$ cat config.mk
export PLATFORM = sky130hd
export DESIGN_NAME = sincos_encoder_angle
export DESIGN_NICKNAME = d
export VERILOG_FILES = /design/src/sv/sca_pkg.sv /design/src/sv/sincos_encoder_angle.sv /design/src/sv/sca_front.sv /design/src/sv/sca_queue.sv /design/src/sv/sca_back.sv
export SDC_FILE = /design/constraint.sdc
export NUM_CORES = 2
export LEC_CHECK = 0
export ABC_AREA = 1
export BUFFER_PORTS_ARGS = -buffer_cell sky130_fd_sc_hd__buf_4
export CORE_UTILIZATION = 45
export CTS_CLUSTER_DIAMETER = 80
export CTS_CLUSTER_SIZE = 10
export DETAILED_ROUTE_END_ITERATION = 6
export GPL_TIMING_DRIVEN = 0
export MAX_ROUTING_LAYER = met4
export PLACE_DENSITY = 0.73
export REMOVE_ABC_BUFFERS = 1
export SETUP_SLACK_MARGIN = 0.4
export SLEW_MARGIN = 30
export SYNTH_ARGS = -nofsm -noshare
export SYNTH_HDL_FRONTEND = slang
export SYNTH_SLANG_ARGS = --single-unit
export TNS_END_PERCENT = 20
$ cat constraint.sdc
create_clock -name clk -period 5.6 [get_ports clk]
set_input_delay 0.56 -clock clk [delete_from_list [all_inputs] [get_ports clk]]
set_output_delay 0.56 -clock clk [all_outputs]
set_load 0.02 [all_outputs]
$ cat src/sv/sca_pkg.sv
`timescale 1ns / 1ps
`default_nettype none
package sca_pkg;
    localparam int CordicStepsDefault = 16;
    localparam int AtanLen = 24;
    localparam logic [15:0] SineFloorReset = 16'd427;
    localparam logic [15:0] SineCeilingReset = 16'd65388;
    localparam logic [15:0] CosineFloorReset = 16'd608;
    localparam logic [15:0] CosineCeilingReset = 16'd64743;

    localparam logic [1:0] RegSineFloor = 2'd0;
    localparam logic [1:0] RegSineCeiling = 2'd1;
    localparam logic [1:0] RegCosineFloor = 2'd2;
    localparam logic [1:0] RegCosineCeiling = 2'd3;

    // job handed from front to back
    typedef struct packed {
        logic [15:0] cs;
        logic [15:0] cc;
        logic [15:0] smin;
        logic [15:0] smax;
        logic [15:0] cmin;
        logic [15:0] cmax;
        logic        ok;
    } job_t;

    typedef enum logic [2:0] {
        ST_IDLE,
        ST_DIV,
        ST_PREP,
        ST_ROT,
        ST_SCALE,
        ST_DONE
    } back_state_t;

    function automatic logic [31:0] atan_turn(input logic [4:0] i);
        logic [31:0] r;
        begin
            case (i)
                5'd0: r = 32'h20000000;
                5'd1: r = 32'h12E4051E;
                5'd2: r = 32'h09FB385B;
                5'd3: r = 32'h051111D4;
                5'd4: r = 32'h028B0D43;
                5'd5: r = 32'h0145D7E1;
                5'd6: r = 32'h00A2F61E;
                5'd7: r = 32'h00517C55;
                5'd8: r = 32'h0028BE53;
                5'd9: r = 32'h00145F2F;
                5'd10: r = 32'h000A2F98;
                5'd11: r = 32'h000517CC;
                5'd12: r = 32'h00028BE6;
                5'd13: r = 32'h000145F3;
                5'd14: r = 32'h0000A2FA;
                5'd15: r = 32'h0000517D;
                5'd16: r = 32'h000028BE;
                5'd17: r = 32'h0000145F;
                5'd18: r = 32'h00000A30;
                5'd19: r = 32'h00000518;
                5'd20: r = 32'h0000028C;
                5'd21: r = 32'h00000146;
                5'd22: r = 32'h000000A3;
                5'd23: r = 32'h00000051;
                default: r = 32'h0;
            endcase
            return r;
        end
    endfunction
endpackage
`default_nettype wire

$ cat src/sv/sincos_encoder_angle.sv
`timescale 1ns / 1ps
`default_nettype none
// sine/cosine encoder angle: one sample pair in, one angle out. The front
// clamps samples, updates learned bounds and hands a job to a two-entry
// queue in the same cycle it takes the item. The back runs two bit-serial
// dividers, min(CORDIC_STEPS, 24) steps of one shared rotation stage and
// one scaling multiply, taking a new job only once the last angle is taken
// (skipped if a bound range is empty). Config writes are always ready.
module sincos_encoder_angle
    import sca_pkg::*;
#(
    parameter int CORDIC_STEPS = CordicStepsDefault
)
(
    input  wire logic        clk,
    input  wire logic        rst_n,
    input  wire logic        cfg_valid,
    output logic             cfg_ready,
    input  wire logic [1:0]  cfg_index,
    input  wire logic [15:0] cfg_data,
    input  wire logic        in_valid,
    output logic             in_ready,
    input  wire logic [15:0] sine_sample,
    input  wire logic [15:0] cosine_sample,
    output logic             out_valid,
    input  wire logic        out_ready,
    output logic [15:0]      angle_centideg,
    output logic             angle_valid,
    output logic [15:0]      sine_low_bound,
    output logic [15:0]      sine_high_bound,
    output logic [15:0]      cosine_low_bound,
    output logic [15:0]      cosine_high_bound
);
    job_t fj, bj;
    logic fv, fr, bv, br;

    sca_front u_front (
        .clk, .rst_n, .cfg_valid, .cfg_ready, .cfg_index, .cfg_data,
        .in_valid, .in_ready, .sine_sample, .cosine_sample,
        .job_valid(fv), .job_ready(fr), .job(fj)
    );

    sca_queue u_queue (
        .clk, .rst_n, .wr_valid(fv), .wr_ready(fr), .wr_job(fj),
        .rd_valid(bv), .rd_ready(br), .rd_job(bj)
    );

    sca_back #(.CORDIC_STEPS(CORDIC_STEPS)) u_back (
        .clk, .rst_n, .job_valid(bv), .job_ready(br), .job(bj),
        .out_valid, .out_ready, .angle_centideg, .angle_valid,
        .sine_low_bound, .sine_high_bound, .cosine_low_bound, .cosine_high_bound
    );
endmodule
`default_nettype wire

$ cat src/sv/sca_front.sv
`timescale 1ns / 1ps
`default_nettype none
module sca_front
    import sca_pkg::*;
(
    input  wire logic        clk,
    input  wire logic        rst_n,
    input  wire logic        cfg_valid,
    output logic             cfg_ready,
    input  wire logic [1:0]  cfg_index,
    input  wire logic [15:0] cfg_data,
    input  wire logic        in_valid,
    output logic             in_ready,
    input  wire logic [15:0] sine_sample,
    input  wire logic [15:0] cosine_sample,
    output logic             job_valid,
    input  wire logic        job_ready,
    output job_t             job
);
    logic [15:0] sfl_reg, sce_reg, cfl_reg, cce_reg;
    logic [15:0] smin_reg, smax_reg, cmin_reg, cmax_reg;
    logic [15:0] cs1, cs, cc1, cc, smin_n, smax_n, cmin_n, cmax_n;
    logic        acc;

    assign cfg_ready = 1'b1;
    assign in_ready = job_ready;
    assign job_valid = in_valid;
    assign acc = in_valid && job_ready;

    always_comb
    begin
        cs1 = (sine_sample < sfl_reg) ? sfl_reg : sine_sample;
        cs = (cs1 > sce_reg) ? sce_reg : cs1;
        cc1 = (cosine_sample < cfl_reg) ? cfl_reg : cosine_sample;
        cc = (cc1 > cce_reg) ? cce_reg : cc1;
        smin_n = (cs < smin_reg) ? cs : smin_reg;
        smax_n = (cs > smax_reg) ? cs : smax_reg;
        cmin_n = (cc < cmin_reg) ? cc : cmin_reg;
        cmax_n = (cc > cmax_reg) ? cc : cmax_reg;
        job.cs = cs;
        job.cc = cc;
        job.smin = smin_n;
        job.smax = smax_n;
        job.cmin = cmin_n;
        job.cmax = cmax_n;
        job.ok = (smax_n > smin_n) && (cmax_n > cmin_n);
    end

    always_ff @(posedge clk or negedge rst_n)
    begin
        if (!rst_n)
        begin
            sfl_reg <= SineFloorReset;
            sce_reg <= SineCeilingReset;
            cfl_reg <= CosineFloorReset;
            cce_reg <= CosineCeilingReset;
            smin_reg <= SineCeilingReset;
            smax_reg <= SineFloorReset;
            cmin_reg <= CosineCeilingReset;
            cmax_reg <= CosineFloorReset;
        end
        else
        begin
            if (cfg_valid)
            begin
                unique case (cfg_index)
                    RegSineFloor: sfl_reg <= cfg_data;
                    RegSineCeiling: sce_reg <= cfg_data;
                    RegCosineFloor: cfl_reg <= cfg_data;
                    RegCosineCeiling: cce_reg <= cfg_data;
                    default: ;
                endcase
            end
            if (acc)
            begin
                smin_reg <= smin_n;
                smax_reg <= smax_n;
                cmin_reg <= cmin_n;
                cmax_reg <= cmax_n;
            end
        end
    end
endmodule
`default_nettype wire

$ cat src/sv/sca_queue.sv
`timescale 1ns / 1ps
`default_nettype none
module sca_queue
    import sca_pkg::*;
(
    input  wire logic clk,
    input  wire logic rst_n,
    input  wire logic wr_valid,
    output logic      wr_ready,
    input  job_t      wr_job,
    output logic      rd_valid,
    input  wire logic rd_ready,
    output job_t      rd_job
);
    // two-entry queue
    job_t       mem_reg [2];
    logic       wp_reg, rp_reg;
    logic [1:0] cnt_reg;
    logic       wr, rd;

    assign wr_ready = (cnt_reg != 2'd2);
    assign rd_valid = (cnt_reg != 2'd0);
    assign rd_job = mem_reg[rp_reg];
    assign wr = wr_valid && wr_ready;
    assign rd = rd_valid && rd_ready;

    always_ff @(posedge clk)
    begin
        if (wr)
            mem_reg[wp_reg] <= wr_job;
    end

    always_ff @(posedge clk or negedge rst_n)
    begin
        if (!rst_n)
        begin
            wp_reg <= 1'b0;
            rp_reg <= 1'b0;
            cnt_reg <= 2'd0;
        end
        else
        begin
            if (wr)
                wp_reg <= ~wp_reg;
            if (rd)
                rp_reg <= ~rp_reg;
            cnt_reg <= cnt_reg + {1'b0, wr} - {1'b0, rd};
        end
    end
endmodule
`default_nettype wire

$ cat src/sv/sca_back.sv
`timescale 1ns / 1ps
`default_nettype none
module sca_back
    import sca_pkg::*;
#(
    parameter int CORDIC_STEPS = CordicStepsDefault
)
(
    input  wire logic        clk,
    input  wire logic        rst_n,
    input  wire logic        job_valid,
    output logic             job_ready,
    input  job_t             job,
    output logic             out_valid,
    input  wire logic        out_ready,
    output logic [15:0]      angle_centideg,
    output logic             angle_valid,
    output logic [15:0]      sine_low_bound,
    output logic [15:0]      sine_high_bound,
    output logic [15:0]      cosine_low_bound,
    output logic [15:0]      cosine_high_bound
);
    localparam int Steps = (CORDIC_STEPS < AtanLen) ? CORDIC_STEPS : AtanLen;
    localparam logic [4:0] LastStep = 5'(Steps - 1);

    back_state_t state_reg, state_next;
    job_t        job_reg;
    // two restoring dividers run side by side, one quotient bit a cycle
    logic [16:0] sr_reg, cr_reg;
    logic [16:0] sq_reg, cq_reg;
    logic [4:0]  cnt_reg;
    logic signed [27:0] x_reg, y_reg;
    logic [31:0] z_reg;
    logic [15:0] prod_reg;
    logic        sq_valid_reg;
    logic        ld, step_div, step_rot, ld_rot, sc, fin;
    logic [15:0] sden, cden;
    logic [17:0] str, ctr;
    logic signed [27:0] xs, ys, sx, cx;
    logic [47:0] prod;

    assign sden = job_reg.smax - job_reg.smin;
    assign cden = job_reg.cmax - job_reg.cmin;
    assign str = {sr_reg, 1'b0} - {2'b0, sden};
    assign ctr = {cr_reg, 1'b0} - {2'b0, cden};
    assign xs = x_reg >>> cnt_reg;
    assign ys = y_reg >>> cnt_reg;
    assign sx = 28'(signed'({1'b0, sq_reg}) - 28'sd32768) <<< 8;
    assign cx = 28'(signed'({1'b0, cq_reg}) - 28'sd32768) <<< 8;
    assign prod = {16'b0, z_reg} * 48'd36000 + 48'h80000000;

    always_comb
    begin
        state_next = state_reg;
        job_ready = 1'b0;
        out_valid = 1'b0;
        ld = 1'b0;
        step_div = 1'b0;
        ld_rot = 1'b0;
        step_rot = 1'b0;
        sc = 1'b0;
        fin = 1'b0;
        unique case (state_reg)
            ST_IDLE:
            begin
                job_ready = 1'b1;
                if (job_valid)
                begin
                    ld = 1'b1;
                    state_next = job.ok ? ST_DIV : ST_DONE;
                end
            end
            ST_DIV:
            begin
                step_div = 1'b1;
                if (cnt_reg == 5'd16)
                    state_next = ST_PREP;
            end
            ST_PREP:
            begin
                ld_rot = 1'b1;
                state_next = ST_ROT;
            end
            ST_ROT:
            begin
                step_rot = 1'b1;
                if (cnt_reg == LastStep)
                    state_next = ST_SCALE;
            end
            ST_SCALE:
            begin
                sc = 1'b1;
                state_next = ST_DONE;
            end
            ST_DONE:
            begin
                out_valid = 1'b1;
                if (out_ready)
                begin
                    fin = 1'b1;
                    state_next = ST_IDLE;
                end
            end
            default: state_next = ST_IDLE;
        endcase
    end

    always_ff @(posedge clk or negedge rst_n)
    begin
        if (!rst_n)
            state_reg <= ST_IDLE;
        else
            state_reg <= state_next;
    end

    always_ff @(posedge clk)
    begin
        if (ld)
        begin
            job_reg <= job;
            sr_reg <= {1'b0, job.cs - job.smin};
            cr_reg <= {1'b0, job.cc - job.cmin};
            sq_reg <= '0;
            cq_reg <= '0;
            cnt_reg <= '0;
            prod_reg <= '0;
        end
        if (step_div)
        begin
            // 17 quotient bits: numerator already holds the first bit position
            if (cnt_reg == 5'd0)
            begin
                sq_reg <= {16'b0, (sr_reg >= {1'b0, sden})};
                cq_reg <= {16'b0, (cr_reg >= {1'b0, cden})};
                sr_reg <= (sr_reg >= {1'b0, sden}) ? sr_reg - {1'b0, sden} : sr_reg;
                cr_reg <= (cr_reg >= {1'b0, cden}) ? cr_reg - {1'b0, cden} : cr_reg;
            end
            else
            begin
                sq_reg <= {sq_reg[15:0], ~str[17]};
                cq_reg <= {cq_reg[15:0], ~ctr[17]};
                sr_reg <= str[17] ? {sr_reg[15:0], 1'b0} : str[16:0];
                cr_reg <= ctr[17] ? {cr_reg[15:0], 1'b0} : ctr[16:0];
            end
            cnt_reg <= cnt_reg + 5'd1;
        end
        if (ld_rot)
        begin
            cnt_reg <= '0;
            if (cx < 0)
            begin
                x_reg <= -cx;
                y_reg <= -sx;
                z_reg <= 32'h80000000;
            end
            else
            begin
                x_reg <= cx;
                y_reg <= sx;
                z_reg <= '0;
            end
            job_reg.ok <= ~(cx == 0 && sx == 0);
        end
        if (step_rot)
        begin
            if (!y_reg[27])
            begin
                x_reg <= x_reg + ys;
                y_reg <= y_reg - xs;
                z_reg <= z_reg + atan_turn(cnt_reg);
            end
            else
            begin
                x_reg <= x_reg - ys;
                y_reg <= y_reg + xs;
                z_reg <= z_reg - atan_turn(cnt_reg);
            end
            cnt_reg <= cnt_reg + 5'd1;
        end
        if (sc)
            prod_reg <= job_reg.ok ? prod[47:32] : '0;
    end

    // angle is valid whenever both ranges were nonempty, even for a zero vector
    always_ff @(posedge clk or negedge rst_n)
    begin
        if (!rst_n)
            sq_valid_reg <= 1'b0;
        else if (ld)
            sq_valid_reg <= job.ok;
        else if (fin)
            sq_valid_reg <= 1'b0;
    end

    assign angle_centideg = prod_reg;
    assign angle_valid = sq_valid_reg;
    assign sine_low_bound = job_reg.smin;
    assign sine_high_bound = job_reg.smax;
    assign cosine_low_bound = job_reg.cmin;
    assign cosine_high_bound = job_reg.cmax;
endmodule
`default_nettype wire
==> flow_metrics.py <==
metrics = {
    "logic_synthesis": {
        "synthFlopType": "edfxtp_1",
        "syn_area_mm2": 0.0510,
        "synth-seq-cells": 602,
        "netlist_instances": 6615,
        "synth-seq-area-share": 0.337,
        "synth-edff-count": 436,
        "avgSynthCellArea_um2": 7.70,
        "ys_warn_count": 0,
        "async_flop_share": 0.226,
        "ys_types": 73,
    },
    "floorplan": {
        "num_io_pins": 139,
        "die_w_um": 338,
        "core-area_mm2": 0.112,
        "die_area_mm2": 0.115,
        "rows": 123,
        "die_h_um": 338,
        "initial_core_util": 0.454,
    },
    "place": {
        "place_area_mm2": 0.0536,
        "gp_congestion": 0.962,
        "port_buffers": 137,
        "dp_hpwl_um": 103000,
    },
    "final_layout": {
        "final_common_cell": "nand2_1",
        "multi_input_area_mm2": 0.0321,
        "largest_reg_flops": 194,
        "num_antenna_cells": 0,
        "area_delta_synth_final_pct": 19.1,
        "layout_common_cells": "nand2_1 (1561), inv_1 (901), ha_1 (490)",
        "nNetsFinal": 7539,
        "drive_gt1_frac": 0.163,
        "fillers": 9988,
        "regArea_mm2": 0.0172,
        "design_area_mm2": 0.0607,
    },
    "drt": {
        "post_drt_wl_per_cell_um": 17.3,
        "wl_um": 145000,
        "dr.pass1.iters": 7,
        "postRouteAntennaNets": 0,
        "drtIter0Drc": 3733,
        "vias": 45800,
        "drc": 0,
        "via_per_inst": 5.46,
    },
    "setup_path": {
        "worstPathArrival_ns": 6.72,
        "start_kind": "register",
        "slowest_delay_ns": 0.54,
        "r2r-end": "u_queue.mem_reg[1][0]$_DFFE_PP_",
        "rr_startpoint": "u_front.sfl_reg[8]$_DFFE_PN1P_",
        "rrSetupSlack_ns": -0.74,
        "endpoint_kind": "register",
        "worstPathRequired_ns": 5.98,
        "r2r_cells": 39,
        "worst-path-max-fanout": 8,
        "worst_path_max_delay_cell": "dfstp_2",
        "worstSetupPathType": "reg -> reg",
    },
    "grt": {
        "grt.total_usage": 0.243,
        "grt_max_degree": 81,
        "grt_overflow": 0,
        "first_global_vias": 43400,
        "antenna_found_initial": 0,
        "grt_first_pass_wirelength_um": 222000,
    },
    "sta": {
        "max_slew_margin": 0.359,
        "period_needed_ns": 6.34,
        "post-route-period-util": 1.13,
        "rsz0062_at_grt": "true",
        "final.setup.tns_ns": -1.46,
        "fin_skew_ns": 0.0333,
        "worst_pin_slew_ns": 0.959,
        "fmax_mhz": 158,
        "finalSetupViolCount": 2,
        "drv_slew": 0,
        "hold_violations": 0,
        "worst_slack_ns": -0.739,
    },
    "clock_tree": {
        "clk_latency_ns": 0.66,
        "cts_buffers": 72,
        "cts_buffer_depth": 3,
        "cts_root_buf": "clkbuf_16",
        "cts_tree": "done",
        "htree_num_levels": 3,
        "clkTransAtPathRegs_ns": 0.06,
        "clkSinkCount": 602,
    },
    "run_status": {
        "violations": "setup timing",
        "outcome": "complete, but fails checks",
    },
    "min_path": {
        "hold-path-endpoint": "u_back.state_reg[2]$_DFFE_PN0P_",
        "holdCritPathClass": "in -> reg",
        "hold_start": "out_ready",
        "whs_path_depth": 2,
    },
    "flow_run": {
        "drv_cap": 0,
    },
}
## through the flow
step           std cells  setup WS (ns)  hold WS, ns  utilization
2_1_floorplan       6367          -1.94        0.264            -
3_3_place_gp        8004          -5.09        0.456        0.468
3_5_place_dp        8047          -3.28        0.458        0.477
4_1_cts             8252         -0.410        0.140        0.517
5_1_grt             8389         -0.907        0.170        0.540
6_report            8389         -0.739        0.168        0.540
## routing by layer
layer  vias to the layer above  wire length [um]  track usage
li1                      22500                 -            -
met1                     21600             60600        0.300
met2                      1442             70500        0.410
met3                       341              8450       0.0327
met4                         0              5240       0.0814
met5                         -                 0            -
## how the worst max path moves through the flow
stage               slack (ns)                       startpoint  cells past startpoint                              end
finish                   -0.74   u_front.sfl_reg[8]$_DFFE_PN1P_                     39  u_queue.mem_reg[1][0]$_DFFE_PP_
global route             -0.91  u_front.sfl_reg[13]$_DFFE_PN0P_                     37  u_queue.mem_reg[1][0]$_DFFE_PP_
CTS                      -0.41   u_front.sfl_reg[8]$_DFFE_PN1P_                     38  u_queue.mem_reg[1][0]$_DFFE_PP_
detailed placement       -3.28                  sine_sample[13]                     36  u_queue.mem_reg[0][0]$_DFFE_PP_
global placement         -5.09                cosine_sample[13]                     33  u_queue.mem_reg[0][0]$_DFFE_PP_
floorplan                -1.94                cosine_sample[13]                     35  u_queue.mem_reg[0][0]$_DFFE_PP_
## timing repair
| action | CTS | global route |
|---|---|---|
| pin swaps | 108 | 201 |
| endpoints found under the setup margin | 248 | 255 |
| gates cloned | 15 | 1 |
| resized for setup | 427 | 323 |
| endpoints found under the hold margin | 32 | 0 |
| hold buffers | 1 | 0 |
| buffers inserted | 57 | 136 |
## synth_stat cells (all sizes together), types with 66 or more instances
master     n  area (um2)
a21oi    452        2280
buf      134         881
clkbuf   114         428
dfrtp     70        1750
dfstp     66        1730
edfxtp   436       13100
fa        91        1820
ha       562        7030
inv      951        3570
nand2   1667        6290
nand3    316        1600
nor2     414        1590
o21ai    631        3220
or2       66         413
xnor2     73         639
xor2     126        1100
## kinds of logic (layout without fill, tap and decap cells)
logic type	count (synthesis)	after routing	synth area share
muxes	10	10	0.00196
other	1	1	0.0000736
AOI/OAI and AO/OA	1329	1331	0.145
buffers and inverters	1202	1463	0.0960
xor gates and xnor gates	199	199	0.0342
and+or+nand+nor	2619	2630	0.212
DFF	602	602	0.337
adders and majority gates	653	653	0.174
## final cells by class
class	count	share of cell area
Clock buffer	122	0.0333
Inverter	954	0.0604
Timing Repair Buffer	377	0.0606
Tap cell	1500	0.0309
Multi-Input combinational cell	4824	0.528
Sequential cell	602	0.283
Clock inverter	10	0.00309
## worst max-delay path, delay by kind of cell (launching register included)
| kind | cells | cell delay (ns) |
|---|---|---|
| AO/OA/AOI/OAI | 15 | 2.51 |
| AND/OR/NAND/NOR | 11 | 1.01 |
| buffers and inverters | 9 | 0.99 |
| adder cells (fa/ha/maj) | 4 | 0.96 |
| flip-flops | 1 | 0.54 |
Power is not shown: default switching activity piles up to over one toggle a cycle in this logic, so the estimate is an artifact.
